==> src/rtl/tdssm_pkg.sv <==
// Shared constants, register codes and the glyph table of the two-digit display driver.
package tdssm_pkg;

    localparam int GLYPH_IDX_W = 5;
    localparam int CFG_INDEX_W = 2;
    localparam int CFG_DATA_W  = 16;

    localparam logic [CFG_INDEX_W-1:0] CFG_DISPLAY_MODE = 2'd0;
    localparam logic [CFG_INDEX_W-1:0] CFG_BLINK_PERIOD = 2'd1;
    localparam logic [CFG_INDEX_W-1:0] CFG_SHOWN_NUMBER = 2'd2;
    localparam logic [CFG_INDEX_W-1:0] CFG_CONTENT_CODE = 2'd3;

    localparam logic [1:0] MODE_OFF   = 2'd0;
    localparam logic [1:0] MODE_BLINK = 2'd1;
    localparam logic [1:0] MODE_ON    = 2'd2;

    localparam logic [1:0] CONTENT_NUMBER  = 2'd0;
    localparam logic [1:0] CONTENT_ERROR   = 2'd1;
    localparam logic [1:0] CONTENT_BATTERY = 2'd2;
    localparam logic [1:0] CONTENT_LOW     = 2'd3;

    localparam logic [15:0] BLINK_PERIOD_RESET = 16'd250;
    localparam logic [7:0]  NUMBER_MAX         = 8'd99;

    localparam logic [GLYPH_IDX_W-1:0] GLYPH_UPPER_A = 5'd10;
    localparam logic [GLYPH_IDX_W-1:0] GLYPH_LOWER_B = 5'd11;
    localparam logic [GLYPH_IDX_W-1:0] GLYPH_UPPER_E = 5'd14;
    localparam logic [GLYPH_IDX_W-1:0] GLYPH_UPPER_L = 5'd16;
    localparam logic [GLYPH_IDX_W-1:0] GLYPH_LOWER_O = 5'd17;
    localparam logic [GLYPH_IDX_W-1:0] GLYPH_LOWER_R = 5'd18;

    function automatic logic [6:0] glyph_pattern(input logic [GLYPH_IDX_W-1:0] idx);
        logic [6:0] pattern;
        case (idx)
            5'd0:    pattern = 7'h3F;
            5'd1:    pattern = 7'h06;
            5'd2:    pattern = 7'h5B;
            5'd3:    pattern = 7'h4F;
            5'd4:    pattern = 7'h66;
            5'd5:    pattern = 7'h6D;
            5'd6:    pattern = 7'h7D;
            5'd7:    pattern = 7'h07;
            5'd8:    pattern = 7'h7F;
            5'd9:    pattern = 7'h6F;
            5'd10:   pattern = 7'h77;
            5'd11:   pattern = 7'h7C;
            5'd12:   pattern = 7'h39;
            5'd13:   pattern = 7'h5E;
            5'd14:   pattern = 7'h79;
            5'd15:   pattern = 7'h71;
            5'd16:   pattern = 7'h38;
            5'd17:   pattern = 7'h5C;
            5'd18:   pattern = 7'h50;
            default: pattern = 7'h00;
        endcase
        return pattern;
    endfunction

endpackage

==> src/rtl/two_digit_seven_segment_mux.sv <==
// Top level of the two-digit multiplexed seven-segment display driver.
// The drive of an accepted beat is written into the output registers, which hold it until it is taken.
// Throughput: one beat per cycle while the output is not stalled; the output register refills while its beat is taken.
// Reset clears digit select, blink counter, visibility flag and output valid.
// Reset also returns the registers to mode off, blink period 250, number 0 and content 0.
module two_digit_seven_segment_mux
    import tdssm_pkg::*;
#(
    parameter int GLYPH_COUNT = 19
)
(
    input  logic                   clk,
    input  logic                   rst_n,
    input  logic                   cfg_we,
    input  logic [CFG_INDEX_W-1:0] cfg_index,
    input  logic [CFG_DATA_W-1:0]  cfg_data,
    input  logic                   in_valid,
    output logic                   in_ready,
    input  logic                   tick,
    output logic                   out_valid,
    input  logic                   out_ready,
    output logic [6:0]             segments_n,
    output logic                   left_on,
    output logic                   right_on,
    output logic                   right_selected
);

    logic [1:0]  display_mode_reg;
    logic [15:0] blink_period_reg;
    logic [7:0]  shown_number_reg;
    logic [1:0]  content_code_reg;

    logic        digit_sel_reg;
    logic        digit_sel_next;
    logic [15:0] blink_count_reg;
    logic [15:0] blink_count_next;
    logic        visible_reg;
    logic        visible_next;

    logic        out_valid_reg;
    logic [6:0]  segments_n_reg;
    logic        left_on_reg;
    logic        right_on_reg;
    logic        right_selected_reg;

    logic        in_accept;
    logic        lit;
    logic [6:0]  segments_n_next;

    assign in_ready  = !out_valid_reg || out_ready;
    assign in_accept = in_valid && in_ready;

    always_ff @(posedge clk or negedge rst_n)
    begin
        if (!rst_n)
        begin
            display_mode_reg <= MODE_OFF;
            blink_period_reg <= BLINK_PERIOD_RESET;
            shown_number_reg <= 8'd0;
            content_code_reg <= CONTENT_NUMBER;
        end
        else if (cfg_we)
        begin
            case (cfg_index)
                CFG_DISPLAY_MODE: display_mode_reg <= cfg_data[1:0];
                CFG_BLINK_PERIOD: blink_period_reg <= cfg_data;
                CFG_SHOWN_NUMBER: shown_number_reg <= cfg_data[7:0];
                CFG_CONTENT_CODE: content_code_reg <= cfg_data[1:0];
                default:          ;
            endcase
        end
    end

    always_comb
    begin
        digit_sel_next   = digit_sel_reg;
        blink_count_next = blink_count_reg;
        visible_next     = visible_reg;
        if (tick)
        begin
            digit_sel_next = !digit_sel_reg;
            if (display_mode_reg == MODE_BLINK)
            begin
                if (blink_count_reg >= blink_period_reg)
                begin
                    visible_next     = !visible_reg;
                    blink_count_next = 16'd1;
                end
                else
                begin
                    blink_count_next = blink_count_reg + 16'd1;
                end
            end
        end
    end

    always_comb
    begin
        case (display_mode_reg)
            MODE_ON:    lit = 1'b1;
            MODE_BLINK: lit = visible_next;
            default:    lit = 1'b0;
        endcase
    end

    tdssm_glyph #(
        .GLYPH_COUNT (GLYPH_COUNT)
    ) u_glyph (
        .shown_number (shown_number_reg),
        .content_code (content_code_reg),
        .right_sel    (digit_sel_next),
        .segments_n   (segments_n_next)
    );

    always_ff @(posedge clk or negedge rst_n)
    begin
        if (!rst_n)
        begin
            digit_sel_reg   <= 1'b0;
            blink_count_reg <= 16'd0;
            visible_reg     <= 1'b0;
            out_valid_reg   <= 1'b0;
        end
        else
        begin
            if (in_accept)
            begin
                digit_sel_reg   <= digit_sel_next;
                blink_count_reg <= blink_count_next;
                visible_reg     <= visible_next;
                out_valid_reg   <= 1'b1;
            end
            else if (out_ready)
            begin
                out_valid_reg <= 1'b0;
            end
        end
    end

    always_ff @(posedge clk)
    begin
        if (in_accept)
        begin
            segments_n_reg     <= segments_n_next;
            left_on_reg        <= lit && !digit_sel_next;
            right_on_reg       <= lit && digit_sel_next;
            right_selected_reg <= digit_sel_next;
        end
    end

    assign out_valid      = out_valid_reg;
    assign segments_n     = segments_n_reg;
    assign left_on        = left_on_reg;
    assign right_on       = right_on_reg;
    assign right_selected = right_selected_reg;

`ifndef SYNTHESIS
    a_one_anode: assert property (@(posedge clk) disable iff (!rst_n)
        out_valid_reg |-> !(left_on_reg && right_on_reg))
        else $error("Both anodes are enabled at once.");

    a_anode_matches_select: assert property (@(posedge clk) disable iff (!rst_n)
        out_valid_reg |-> ((!right_on_reg || right_selected_reg)
                           && (!left_on_reg || !right_selected_reg)))
        else $error("Enabled anode does not match the addressed digit.");

    a_tick_toggles: assert property (@(posedge clk) disable iff (!rst_n)
        (in_accept && tick) |=> (digit_sel_reg != $past(digit_sel_reg)))
        else $error("An accepted tick did not toggle the digit select.");

    a_blink_hold: assert property (@(posedge clk) disable iff (!rst_n)
        !(in_accept && tick && (display_mode_reg == MODE_BLINK))
        |=> ($stable(blink_count_reg) && $stable(visible_reg)))
        else $error("Blink state changed without a tick in blinking mode.");

    a_select_reflects_state: assert property (@(posedge clk) disable iff (!rst_n)
        out_valid_reg |-> (right_selected_reg == digit_sel_reg))
        else $error("Output digit select differs from the held state.");
`endif

endmodule

==> src/rtl/tdssm_glyph.sv <==
// Digit selection and glyph lookup that turn the shown content into segment lines.
module tdssm_glyph
    import tdssm_pkg::*;
#(
    parameter int GLYPH_COUNT = 19
)
(
    input  logic [7:0] shown_number,
    input  logic [1:0] content_code,
    input  logic       right_sel,
    output logic [6:0] segments_n
);

    localparam logic [GLYPH_IDX_W:0] GLYPH_LIMIT = (GLYPH_IDX_W + 1)'(GLYPH_COUNT);

    logic [7:0]             number_sat;
    logic [15:0]            tens_product;
    logic [3:0]             tens;
    logic [7:0]             tens_times_ten;
    logic [3:0]             units;
    logic [GLYPH_IDX_W-1:0] idx;
    logic [6:0]             pattern;

    assign number_sat     = (shown_number > NUMBER_MAX) ? NUMBER_MAX : shown_number;
    // Multiplying by 205 and dropping 11 bits divides by ten; the four-bit tens field holds it for values below 160.
    assign tens_product   = 16'(number_sat) * 16'd205;
    assign tens           = tens_product[14:11];
    assign tens_times_ten = 8'(tens) * 8'd10;
    assign units          = 4'(number_sat - tens_times_ten);

    always_comb
    begin
        case (content_code)
            CONTENT_ERROR:   idx = right_sel ? GLYPH_LOWER_R : GLYPH_UPPER_E;
            CONTENT_BATTERY: idx = right_sel ? GLYPH_UPPER_A : GLYPH_LOWER_B;
            CONTENT_LOW:     idx = right_sel ? GLYPH_LOWER_O : GLYPH_UPPER_L;
            default:         idx = right_sel ? GLYPH_IDX_W'(units) : GLYPH_IDX_W'(tens);
        endcase
    end

    assign pattern    = ({1'b0, idx} < GLYPH_LIMIT) ? glyph_pattern(idx) : 7'h00;
    assign segments_n = ~pattern;

endmodule
==> config.mk <==
export PLATFORM = sky130hd
export DESIGN_NAME = two_digit_seven_segment_mux
export DESIGN_NICKNAME = d
export VERILOG_FILES = /design/src/rtl/tdssm_pkg.sv /design/src/rtl/two_digit_seven_segment_mux.sv /design/src/rtl/tdssm_glyph.sv
export SDC_FILE = /design/constraint.sdc
export NUM_CORES = 1
export LEC_CHECK = 0
export BUFFER_PORTS_ARGS = -buffer_cell sky130_fd_sc_hd__buf_4
export CAP_MARGIN = 30
export CORE_MARGIN = 10
export CORE_UTILIZATION = 49
export DETAILED_ROUTE_END_ITERATION = 16
export PLACE_DENSITY = 0.65
export SYNTH_ARGS = -nofsm -noshare
export SYNTH_HDL_FRONTEND = slang
export SYNTH_SLANG_ARGS = --single-unit
==> constraint.sdc <==
create_clock -name clk -period 12.1 [get_ports clk]
set_clock_uncertainty 0.15 [all_clocks]
set_input_delay 0.605 -clock clk [delete_from_list [all_inputs] [get_ports clk]]
set_output_delay 0.605 -clock clk [all_outputs]
set_load 0.01 [all_outputs]
## Word level (Yosys, flattened, before mapping)

Memory sizes are Yosys's and may differ from the RTL's.
Cells that the tools add are included.
W data, S select, Z words.

- Output and inout bits: 12
- Bits of input ports: 24
- Bits in read-only memories: 224
- Bits in latches: 0
- Memories kept: 1
- Flip-flop bits (word level): 57
- Word-level logic and storage cells: 59
- RAM bits: 0

- Reduce and logical (&&, ||, !) cells: 15
- Eq/ne operators: 8
- Add/sub/neg operators: 2
- Multiplexer cells: 15
- $lt $le $gt $ge: 3
- Bitwise gates (word level): 1
- Shift-type cells: 0
- Multipliers: 2
- Divide/modulo/power cells: 0

Memories:

| name | depth | width | rd ports | clocked after Yosys merged registers in | wr ports | RTL line | text |
|---|---|---|---|---|---|---|---|
| (no name shown) | 32 | 7 | 1 | 0 | 0 | tdssm_pkg.sv:34 | `case (idx)` |

Operator list:

| kind | count |
|---|---|
| $add A16 B1 Y16 const B | 1 |
| $ge A16 B16 Y1 | 1 |
| $mux W16 | 1 |
| $mul A8 B8 Y15 const B | 1 |
| $pmux W5 S3 | 1 |
| $eq A2 B2 Y1 const B | 5 |
| $gt A8 B7 Y1 const B | 1 |
| $mux W1 | 8 |
| $mux W8 | 1 |
| $reduce_and A2 Y1 | 4 |
| $mux W7 | 1 |
| $not A7 Y7 | 1 |
| $eq A2 B1 Y1 const B | 3 |
| $lt A5 B5 Y1 const B | 1 |
| $mux W5 | 1 |
| $logic_not A1 Y1 | 4 |
| $mul A4 B3 Y3 const B | 1 |
| $mux W4 | 1 |
| $sub A4 B4 Y4 | 1 |
| $logic_and A1 B1 Y1 | 3 |
| $reduce_and A3 Y1 | 1 |
| $logic_not A2 Y1 | 1 |
| $pmux W1 S2 | 1 |
| $reduce_bool A2 Y1 | 1 |
| $logic_or A1 B1 Y1 | 1 |

## Longest topological paths before layout

Gate-level depths: netlist of the first run.

- Word-level depth: 10
- Gate-level depth with buffers: 26
- Gate-level depth less buffers: 25

## Modules after synthesis

Synthesis of the first run repeated with hierarchy kept, for this count alone.

- Cell total of the unflattened synthesis: 466
- Area total of the unflattened synthesis: 4634.4 um^2

Modules (own cells, without submodules):

| module | cells an instance | area an instance (um^2) | instances | seq. area each (um^2) |
|---|---|---|---|---|
| two_digit_seven_segment_mux | 238 | 2766.4 | 1 | 1483.9 |
| tdssm_glyph | 228 | 1868.0 | 1 | 0.0 |

## Worst setup path before layout of the first run

No wires, ideal clock.

- Kind: reg-to-reg
- Start point: register shown_number_reg[4]
- End point: register segments_n_reg[1], in the netlist segments_n[1] (data pin)
- Arrival: 6.701 ns
- Stages on the path, launching flop included: 25
- Setup slack: 5.092 ns
- Data required time: 11.793 ns
- Library setup time: 0.157 ns
- Buffers on the path: 1
- Period minus slack after synthesis: 7.008 ns
- Cell sequence: dfrtp_1 > clkbuf_1 > or3_1 > a31oi_2 > and2_1 > ha_1 > xor2_1 > ha_1 > fa_1 > inv_1 > fa_1 > inv_1 > ha_1 > a211o_1 > a21o_1 > o211a_1 > o21a_1 > or2_2 > fa_1 > xor2_1 > and3_1 > or4_4 > and3_4 > or3_1 > o221ai_2

- Word-level cells in the longest chain between the ends: 10
- Elaborated cells on any way between the ends: 11
- Classes of those cells: add/sub: 1; mul: 2; order compare: 2; mux: 4; bitwise: 1; memory: 1

Ends and longest elaborated chain:

| item | RTL line | text |
|---|---|---|
| from (decl) | two_digit_seven_segment_mux.sv:30 | `logic [7:0] shown_number_reg;` |
| from (signal assigned) | two_digit_seven_segment_mux.sv:67 | `CFG_SHOWN_NUMBER: shown_number_reg <= cfg_data[7:0];` |
| $gt A8 B7 Y1 | tdssm_glyph.sv:24 | `assign number_sat = (shown_number > NUMBER_MAX) ? NUMBER_MAX : shown_number;` |
| $mux W8 * | tdssm_glyph.sv:24 |  |
| $mul A8 B8 Y15 | tdssm_glyph.sv:26 | `assign tens_product = 16'(number_sat) * 16'd205;` |
| $mul A4 B3 Y3 | tdssm_glyph.sv:28 | `assign tens_times_ten = 8'(tens) * 8'd10;` |
| $sub A4 B4 Y4 | tdssm_glyph.sv:29 | `assign units = 4'(number_sat - tens_times_ten);` |
| $mux W4 * | tdssm_glyph.sv:37 | `default: idx = right_sel ? GLYPH_IDX_W'(units) : GLYPH_IDX_W'(tens);` |
| $pmux W5 S3 * | tdssm_glyph.sv:33 | `case (content_code)` |
| $mem_v2 Z32 W7 or $lt A5 B5 Y1 (tied branches) | -- |  |
| $mux W7 * | tdssm_glyph.sv:41 | `assign pattern = ({1'b0, idx} < GLYPH_LIMIT) ? glyph_pattern(idx) : 7'h00;` |
| $not A7 Y7 * | tdssm_glyph.sv:42 | `assign segments_n = ~pattern;` |
| via segments_n_next[1] | two_digit_seven_segment_mux.sv:48 | `logic [6:0] segments_n_next;` |
| to (signal assigned) | two_digit_seven_segment_mux.sv:144 | `segments_n_reg <= segments_n_next;` |
| to (decl) | two_digit_seven_segment_mux.sv:41 | `logic [6:0] segments_n_reg;` |

The timed path passes the listed nets; every way through them passes the cells marked *.
A chain may end at the register's enable or synchronous reset.

## Final worst setup path of the first run

- Start point: register shown_number_reg[4]
- End point: register segments_n_reg[5], in the netlist segments_n[5] (data pin)

The elaborated chain is that of the path after synthesis.

==> results.json, run 1 <==
{
  "status": "complete, no violations",
  "period_share_pct": 60.5,
  "reg2reg_depth": 23,
  "grt_pass1_wl_mm": 16.6,
  "dieArea_um2": 13500,
  "numCtsBuffers": 9,
  "power_leakage_nw": 2.57,
  "grt_overflow": 0,
  "cts_resized": 0,
  "power.density_nw_per_um2": 251,
  "io_buffers": 35,
  "clock-root-buffer": "clkbuf_8",
  "required_ns": 12.05,
  "drt_iter0_markers": 146,
  "cts_tree": "done",
  "power.total_w": 0.00129,
  "power_frac_comb_pct": 65.3,
  "grt_pass1_vias": 3527,
  "maxSlewHeadroom_pct": 46.0,
  "routed-via-count": 3358,
  "switching_share_pct": 44.9,
  "synth.top_cell.area_share_pct": 22.6,
  "drtPass1Iterations": 4,
  "critPathLaunch": "shown_number_reg[4]",
  "core_um2": 9150,
  "setup_ws_ns": 4.78,
  "rsz0062_at_grt": "false",
  "pre_cts_ws_ns": 4.76,
  "endpoint": "segments_n[5]",
  "routed_wl_mm": 9.70,
  "clock_latency_ns": 0.35,
  "n_fill_cell": 826,
  "ys_ff_latch": 57,
  "finalWorstPathRequiredPeriod_ns": 7.32,
  "reg2reg_setup_slack_ns": 4.78,
  "drc": 0,
  "setup_violations": 0,
  "internal-power_w": 0.000711,
  "rows": 35,
  "synthToLayoutAreaGrowth_pct": 12.8,
  "ctsLongestPathBuffers": 2,
  "yosys_warnings": 0,
  "postCtsHoldBufs": 0,
  "p_sw_w": 0.000579,
  "die_h_um": 116,
  "die_x_um": 116,
  "synth_largest_area_cell": "dfrtp_1",
  "drive_gt1_share_pct": 20.1,
  "path_max_fanout": 10,
  "arrival_ns": 7.27,
  "ir_drop_uv": 87.0,
  "syn_area_um2": 4550,
  "async_flop_share_pct": 82.5,
  "routabilityCongestion": 0.925,
  "clock_sinks": 57,
  "dpl.hpwl_mm": 7.77,
  "tns_ns": 0,
  "start_kind": "flip-flop",
  "synth_cell_types": 59,
  "synth_commonest_cells": "ha_1, inv_1, dfrtp_1",
  "antenna_found_initial": 0,
  "drv_slew": 0,
  "fin_util_pct": 56.1,
  "reg2reg_to": "segments_n[5]",
  "clkTransAtPathRegs_ns": 0.08,
  "ios": 36,
  "end_kind": "flip-flop",
  "start_util_pct": 49.7,
  "via_per_inst": 5.48,
  "ys_seq_area_share_pct": 32.6,
  "detail-route-antenna-nets": 0,
  "r2r-start": "shown_number_reg[4]",
  "synthTopCellsByArea": "dfrtp_1, ha_1, mux2_2",
  "critPathKind": "reg2reg",
  "yosysMostFrequentCell": "ha_1",
  "htreeDepth": 3,
  "fmax_ghz": 0.137,
  "hold_class": "in2async",
  "seq_power_share_pct": 21.6,
  "fin_nets": 600,
  "wl_per_cell_um": 15.8,
  "synth-edff-count": 10,
  "power_frac_clock_pct": 13.1,
  "worst_pin_slew_ns": 0.806,
  "ys.flop_type": "dfrtp_1",
  "syn_avg_cell_area_um2": 10.0,
  "synthCells": 453,
  "num_antenna_cells": 0,
  "grt_max_degree": 48,
  "postCtsSetupBuffers": 0,
  "hold_viol": 0,
  "grtUsageTotal_pct": 15.3,
  "drv_cap": 0
}
==> stage by stage <==
stage	cell area, um2	instances	hold WS (ns)
detailed placement	4950	597	0.344
global placement	4950	597	0.342
finish	5130	613	0.107
CTS	5130	613	0.113
global route	5130	613	0.125
floorplan	4560	455	0.159
==> metal layers <==
| metal | part of all wire, % | global-route usage [%] | wire, um | up-vias |
|---|---|---|---|---|
| met5 | 0 | 0 | 0 | - |
| met4 | 1.7 | 4.84 | 162 | 0 |
| met3 | 4.9 | 4.47 | 477 | 16 |
| met2 | 50 | 27.0 | 4850 | 69 |
| met1 | 43 | 17.3 | 4210 | 1598 |
| li1 | - | - | - | 1675 |
==> cell families after synthesis <==
group                    Yosys count  share of synthesized area, %
adder cells (fa/ha/maj)           79                          23.5
other                              2                         0.165
buffers and inverters             68                          5.61
XOR/XNOR                          24                          4.62
AO/OA/AOI/OAI                     85                          14.1
AND/OR/NAND/NOR                  111                          12.7
flip-flops                        57                          32.6
multiplexers                      27                          6.68
==> worst max-delay path, stage by stage, from the launching register on <==
cell and delay [ns]:
dfrtp_1 0.46, or3_1 0.41, a31oi_2 0.39, and2_1 0.29
ha_1 0.30, xor2_1 0.16, ha_1 0.30, fa_1 0.54
inv_1 0.06, fa_1 0.53, inv_1 0.04, ha_1 0.30
a211o_1 0.31, a21o_1 0.21, o211a_1 0.25, o21a_1 0.17
or2_2 0.31, fa_1 0.40, xor2_1 0.18, and3_1 0.20
or4_4 0.42, nand3_1 0.26, a21oi_1 0.13, a221o_1 0.31
==> cell type report <==
cell class,count,area (um2),area share (%)
Multi-Input combinational cell,330,2820,54.9
Sequential cell,57,1480,28.9
Timing Repair Buffer,36,270,5.27
Inverter,63,236,4.61
Tap cell,111,139,2.71
Clock buffer,9,124,2.41
Clock inverter,7,61.3,1.19
==> worst min-delay path by stage <==
stage                            to                 start  cells after the start  slack, ns
2_1_floorplan    blink_count_reg[0]                 rst_n                      0       0.16
3_3_place_gp   blink_period_reg[15]  blink_period_reg[15]                      1       0.34
3_5_place_dp   blink_period_reg[13]  blink_period_reg[13]                      1       0.34
4_1_cts         blink_count_reg[11]                 rst_n                      1       0.11
5_1_grt        blink_period_reg[14]                 rst_n                      1       0.13
6_report        blink_count_reg[11]                 rst_n                      1       0.11
==> cells in the final DEF (no fill, tap or decap), types with 2 or more instances in the layout <==
cell and count:
edfxtp_1 10, o31ai_1 2, or2_2 5, nand3b_1 2, a21oi_1 19, nand3_1 16, ha_1 68, fa_1 11
dfrtp_1 41, dfstp_2 6, conb_1 4, and2_1 6, and4_1 4, nand2b_1 6, a211o_1 3, xnor2_1 10
clkbuf_8 9, buf_4 36, a22o_1 2, o22ai_1 2, nor3_1 5, or3_1 2, mux2_2 27, o41ai_1 2
inv_1 63, o211ai_1 4, nand2_1 20, a211oi_1 2, xor2_1 14, inv_6 3, a21o_1 11, clkinvlp_4 2
o22a_1 2, a31o_2 2, and3_1 7, nor2_1 28, nand4_1 5, o21a_1 4, o21ai_0 12
==> power by group through the flow <==
stage / logic, W / clock network, W / registers (W)
finish: 0.000842 / 0.000169 / 0.000278
global route: 0.000952 / 0.000184 / 0.000284
CTS: 0.000842 / 0.000175 / 0.000279
detailed placement: 0.000837 / 0 / 0.000282
global placement: 0.000827 / 0 / 0.000281
floorplan: 0.000645 / 0 / 0.000282
Power figures use the tool's default switching activity.
==> run 2, diff against run 1 <==
- ABC_AREA: unset -> 1
- PLACE_DENSITY: 0.65 -> 0.68
- clock period: 12.1 -> 6.2 ns (I/O delays scaled with it)
==> results.json, run 2 <==
{
  "arrival_ns": 5.84,
  "fmax_ghz": 0.169,
  "synth_xor_area_share_pct": 2.60,
  "numCtsBuffers": 9,
  "mostFrequentLayoutCells": "inv_1, nand2_1, ha_1",
  "synth_cell_types": 40,
  "regArea_um2": 1480,
  "start_util_pct": 50.7,
  "critPathKind": "reg2reg",
  "ys.flop_type": "dfrtp_1",
  "tns_ns": 0,
  "start_kind": "flip-flop",
  "synthMuxAreaShare_pct": 0,
  "clock-root-buffer": "clkbuf_8",
  "routed_wl_mm": 10.1,
  "htreeDepth": 3,
  "rows": 35,
  "drv_cap": 0,
  "routabilityCongestion": 0.842,
  "ys_seq_area_share_pct": 31.5,
  "yosys_warnings": 0,
  "routed-via-count": 3887,
  "synth_top_family_by_area": "adder cells",
  "grt_overflow": 0,
  "ctsLongestPathBuffers": 2,
  "crit_path_max_incr_delay_ns": 0.52,
  "async_flop_share_pct": 82.5,
  "drt_iter0_markers": 169,
  "grt_max_degree": 48,
  "wl_per_cell_um": 12.8,
  "grtUsageTotal_pct": 14.1,
  "power.density_nw_per_um2": 512,
  "grt_pass1_wl_mm": 16.8,
  "synthSimpleGateAreaFrac_pct": 22.4,
  "synth_commonest_cells": "inv_1, nand2_1, ha_1",
  "via_per_inst": 4.95,
  "worst_pin_slew_ns": 0.629,
  "path_common_cell": "inv_2",
  "required_ns": 6.12,
  "synthTopCellsByArea": "dfrtp_1, ha_1, inv_1",
  "synthToLayoutAreaGrowth_pct": 17.9,
  "drc": 0,
  "period_share_pct": 95.4,
  "n_fill_cell": 834,
  "path_max_fanout": 8,
  "num_antenna_cells": 0,
  "clock_latency_ns": 0.32,
  "syn_avg_cell_area_um2": 7.86,
  "synth-edff-count": 10,
  "status": "complete, no violations",
  "power_leakage_nw": 2.96,
  "synth-compound-area-share_pct": 10.4,
  "detail-route-antenna-nets": 0,
  "power.total_w": 0.00284,
  "synth_largest_area_cell": "dfrtp_1",
  "antenna_found_initial": 0,
  "die_h_um": 118,
  "multiInputGateArea_um2": 2930,
  "clkTransAtPathRegs_ns": 0.06,
  "cts_tree": "done",
  "synth.top_cell.area_share_pct": 21.8,
  "slowest_stage": "fa_1",
  "synthCells": 599,
  "drive_gt1_share_pct": 20.4,
  "clock_sinks": 57,
  "ys_ff_latch": 57,
  "hold_viol": 0,
  "drv_slew": 0,
  "core_um2": 9280,
  "grt_pass1_vias": 3694,
  "fin_nets": 755,
  "dpl.hpwl_mm": 8.05,
  "drtPass1Iterations": 5,
  "end_kind": "flip-flop",
  "ir_drop_uv": 281,
  "synth_fa_ha_area_share_pct": 22.7,
  "io_buffers": 35,
  "maxSlewHeadroom_pct": 58.1,
  "ios": 36,
  "finalWorstPathRequiredPeriod_ns": 5.91,
  "syn_area_um2": 4710,
  "whs_ns": 0.0779,
  "dieArea_um2": 13900,
  "hold_class": "in2reg",
  "die_x_um": 118,
  "setup_violations": 0
}
==> run 2: cell count changes in the layout (fill, tap and decap cells not counted), moves of 8 or more <==
| cell | previous run | this run |
|---|---|---|
| a21oi_1 | 19 | 31 |
| mux2_2 | 27 | 0 |
| inv_2 | 0 | 13 |
| nand2_1 | 20 | 107 |
| a21o_1 | 11 | 2 |
| nand2_2 | 0 | 16 |
| nand3_2 | 0 | 8 |
| inv_1 | 63 | 107 |
| ha_1 | 68 | 60 |
| buf_4 | 36 | 45 |
| nor2_1 | 28 | 38 |
| nand3_1 | 16 | 27 |
| o21ai_0 | 12 | 42 |
==> run 2: critical path, delay by kind of cell (launching register included) <==
kind	cells	cell delay, ns
adder cells (fa/ha/maj)	7	2.34
AND/OR/NAND/NOR	18	1.80
buffers and inverters	7	0.37
AO/OA/AOI/OAI	2	0.45
flip-flops	1	0.42
XOR/XNOR	1	0.14
==> run 2: metrics by stage <==
stage          cell area [um2]  std cells  util, %  setup slack [ns]
3_3_place_gp              5150        763     55.4             0.136
6_report                  5550        786     59.8             0.286
3_5_place_dp              5150        763     55.4            0.0144
4_1_cts                   5320        780     57.3            0.0303
2_1_floorplan             4720        601        -             0.455
5_1_grt                   5550        786     59.8           -0.0537
==> run 2: repair_timing <==
| action | CTS | global route |
|---|---|---|
| setup endpoints to repair | 3 | 7 |
| setup buffers | 0 | 5 |
| resized for setup | 1 | 39 |
| hold buffers | 1 | 0 |
| pin swaps | 0 | 20 |
| hold endpoints to repair | 41 | 0 |
==> run 2: path summary, 6_finish.rpt <==
path | slack [ns] | endpoint | depth (start not counted) | from
max | 0.29 | segments_n[6] | 35 | shown_number_reg[4]
min | 0.08 | blink_period_reg[15] | 3 | cfg_data[15]
max reg2reg | 0.29 | segments_n[6] | 35 | shown_number_reg[4]
min reg2reg | 0.34 | blink_period_reg[3] | 2 | blink_period_reg[3]
max in group asynchronous | 5.10 | content_code_reg[1] | 2 | rst_n
min in group asynchronous | 0.38 | blink_count_reg[13] | 2 | rst_n
==> run 2: cell families after synthesis <==
family,after synthesis
XOR/XNOR,14
buffers and inverters,127
AO/OA/AOI/OAI,88
flip-flops,57
adder cells (fa/ha/maj),79
other,2
AND/OR/NAND/NOR,232
==> run 2: cell type report <==
cell class / count / area share [%]
Tap cell: 129 / 2.91
Inverter: 120 / 8.11
Timing Repair Buffer: 47 / 6.53
Multi-Input combinational cell: 417 / 52.8
Clock inverter: 6 / 0.631
Clock buffer: 10 / 2.30
Sequential cell: 57 / 26.7
==> run 2: report_power, final <==
part           switching, W  internal (W)
clock network      0.000146      0.000142
logic               0.00121      0.000828
registers         0.0000421      0.000479
==> run 2: per-layer routing <==
layer / GRT usage (%) / part of all wire, % / vias to the layer above
li1: - / - / 2009
met1: 17.7 / 48 / 1784
met2: 23.1 / 46 / 82
met3: 3.84 / 4.5 / 12
met4: 4.48 / 1.3 / 0
met5: 0 / 0 / -
==> run 3, diff against run 2 <==
- CORE_UTILIZATION: 49 -> 25
- PLACE_DENSITY: 0.68 -> 0.39
==> results.json, run 3 (synthesized netlist as in run 2, its figures left out) <==
{
  "status": "complete, no violations",
  "rsz0062_at_grt": "true",
  "clock_sinks": 57,
  "drc": 0,
  "path_common_cell": "inv_2",
  "power.density_nw_per_um2": 558,
  "fin_nets": 765,
  "detail-route-antenna-nets": 0,
  "path_max_fanout": 7,
  "period_share_pct": 96.5,
  "mostFrequentLayoutCells": "inv_1, nand2_1, ha_1",
  "ctsLongestPathBuffers": 2,
  "tns_ns": 0,
  "setup_ws_ns": 0.220,
  "grt_max_degree": 48,
  "arrival_ns": 5.90,
  "dieArea_um2": 24700,
  "power.total_w": 0.00334,
  "crit_path_max_incr_delay_ns": 0.53,
  "grt_pass1_vias": 4029,
  "internal-power_w": 0.00181,
  "synthToLayoutAreaGrowth_pct": 27.1,
  "wl_per_cell_um": 12.7,
  "drt_iter0_markers": 141,
  "routed_wl_mm": 11.4,
  "worst_pin_slew_ns": 0.625,
  "setup_violations": 0,
  "clkTransAtPathRegs_ns": 0.05,
  "start_util_pct": 25.3,
  "cts_tree": "done",
  "switching_share_pct": 45.8,
  "fin_util_pct": 32.1,
  "required_ns": 6.12,
  "numCtsBuffers": 9,
  "core_um2": 18600,
  "routabilityCongestion": 0.811,
  "htreeDepth": 3,
  "num_antenna_cells": 0,
  "grt_overflow": 0,
  "antenna_found_initial": 0,
  "hold_class": "in2reg",
  "finalWorstPathRequiredPeriod_ns": 5.98,
  "drv_slew": 0,
  "clock_latency_ns": 0.32,
  "via_per_inst": 4.35,
  "pre_cts_ws_ns": 0.0110,
  "critPathKind": "reg2reg",
  "ir_drop_uv": 210,
  "power_frac_comb_pct": 68.4,
  "drive_gt1_share_pct": 22.5,
  "power_leakage_nw": 3.13,
  "die_h_um": 157,
  "routed-via-count": 3922,
  "end_kind": "flip-flop",
  "io_buffers": 35,
  "fmax_ghz": 0.167,
  "grtUsageTotal_pct": 9.47,
  "whs_ns": 0.0834,
  "hold_viol": 0,
  "clock-root-buffer": "clkbuf_16",
  "die_x_um": 157,
  "rows": 50,
  "drv_cap": 0,
  "start_kind": "flip-flop",
  "seq_power_share_pct": 15.4,
  "drtPass1Iterations": 6,
  "p_sw_w": 0.00153,
  "maxSlewHeadroom_pct": 58.3,
  "dpl.hpwl_mm": 9.24,
  "slowest_stage": "fa_1",
  "power_frac_clock_pct": 16.2,
  "ios": 36,
  "grt_pass1_wl_mm": 19.2
}
-- run 3: layout make-up --
| class | count | area (um2) |
|---|---|---|
| sequential | 57 | 1480 |
| fill | 1985 | 12700 |
| timing repair buffer | 57 | 450 |
| clock buffer | 11 | 253 |
| multi-input combinational | 417 | 2970 |
| inverter | 120 | 453 |
| tap | 234 | 293 |
| clock inverter | 5 | 76.3 |
-- run 3: what timing repair did --
| item | 4_1_cts | 5_1_grt |
|---|---|---|
| endpoints found under the setup margin | 1 | 7 |
| endpoints found under the hold margin | 41 | 0 |
| buffers inserted | 1 | 6 |
| pin swaps | 0 | 31 |
| hold buffers | 1 | 0 |
| resized for setup | 1 | 49 |
-- run 3: power groups by stage --
stage,registers (W),clock network [W],logic (W)
floorplan,0.000532,0,0.00132
global placement,0.000524,0,0.00178
detailed placement,0.000524,0,0.00178
CTS,0.000517,0.000558,0.00184
global route,0.000528,0.000573,0.00258
finish,0.000516,0.000540,0.00228
-- run 3: per-stage QoR --
stage	cell area, um2	instances
2_1_floorplan	4720	601
3_3_place_gp	5340	876
3_5_place_dp	5350	877
4_1_cts	5720	895
5_1_grt	5980	901
6_report	5980	901
-- run 3: layer usage --
metal / global-route usage (%) / up-vias / share of wire, %
met5: 0 / - / 0
met4: 2.54 / 0 / 1.6
met3: 2.70 / 15 / 4.1
met2: 14.8 / 64 / 45
met1: 12.5 / 1811 / 49
li1: - / 2032 / -
-- run 3: final timing paths --
kind                       cells after the start  slack [ns]                 from              endpoint
max                                           37        0.22  shown_number_reg[3]         segments_n[2]
min                                            3        0.08         cfg_data[12]  blink_period_reg[12]
max reg2reg                                   37        0.22  shown_number_reg[3]         segments_n[2]
min reg2reg                                    2        0.34  blink_period_reg[2]   blink_period_reg[2]
max in group asynchronous                      2        5.08                rst_n   display_mode_reg[1]
min in group asynchronous                      2        0.39                rst_n   blink_count_reg[14]
-- run 3: worst max-delay path, delay by kind of cell (launching register included) --
kind | cells | cell delay [ns]
AND/OR/NAND/NOR | 19 | 1.74
flip-flops | 1 | 0.38
AO/OA/AOI/OAI | 2 | 0.45
XOR/XNOR | 1 | 0.14
buffers and inverters | 8 | 0.49
adder cells (fa/ha/maj) | 7 | 2.35
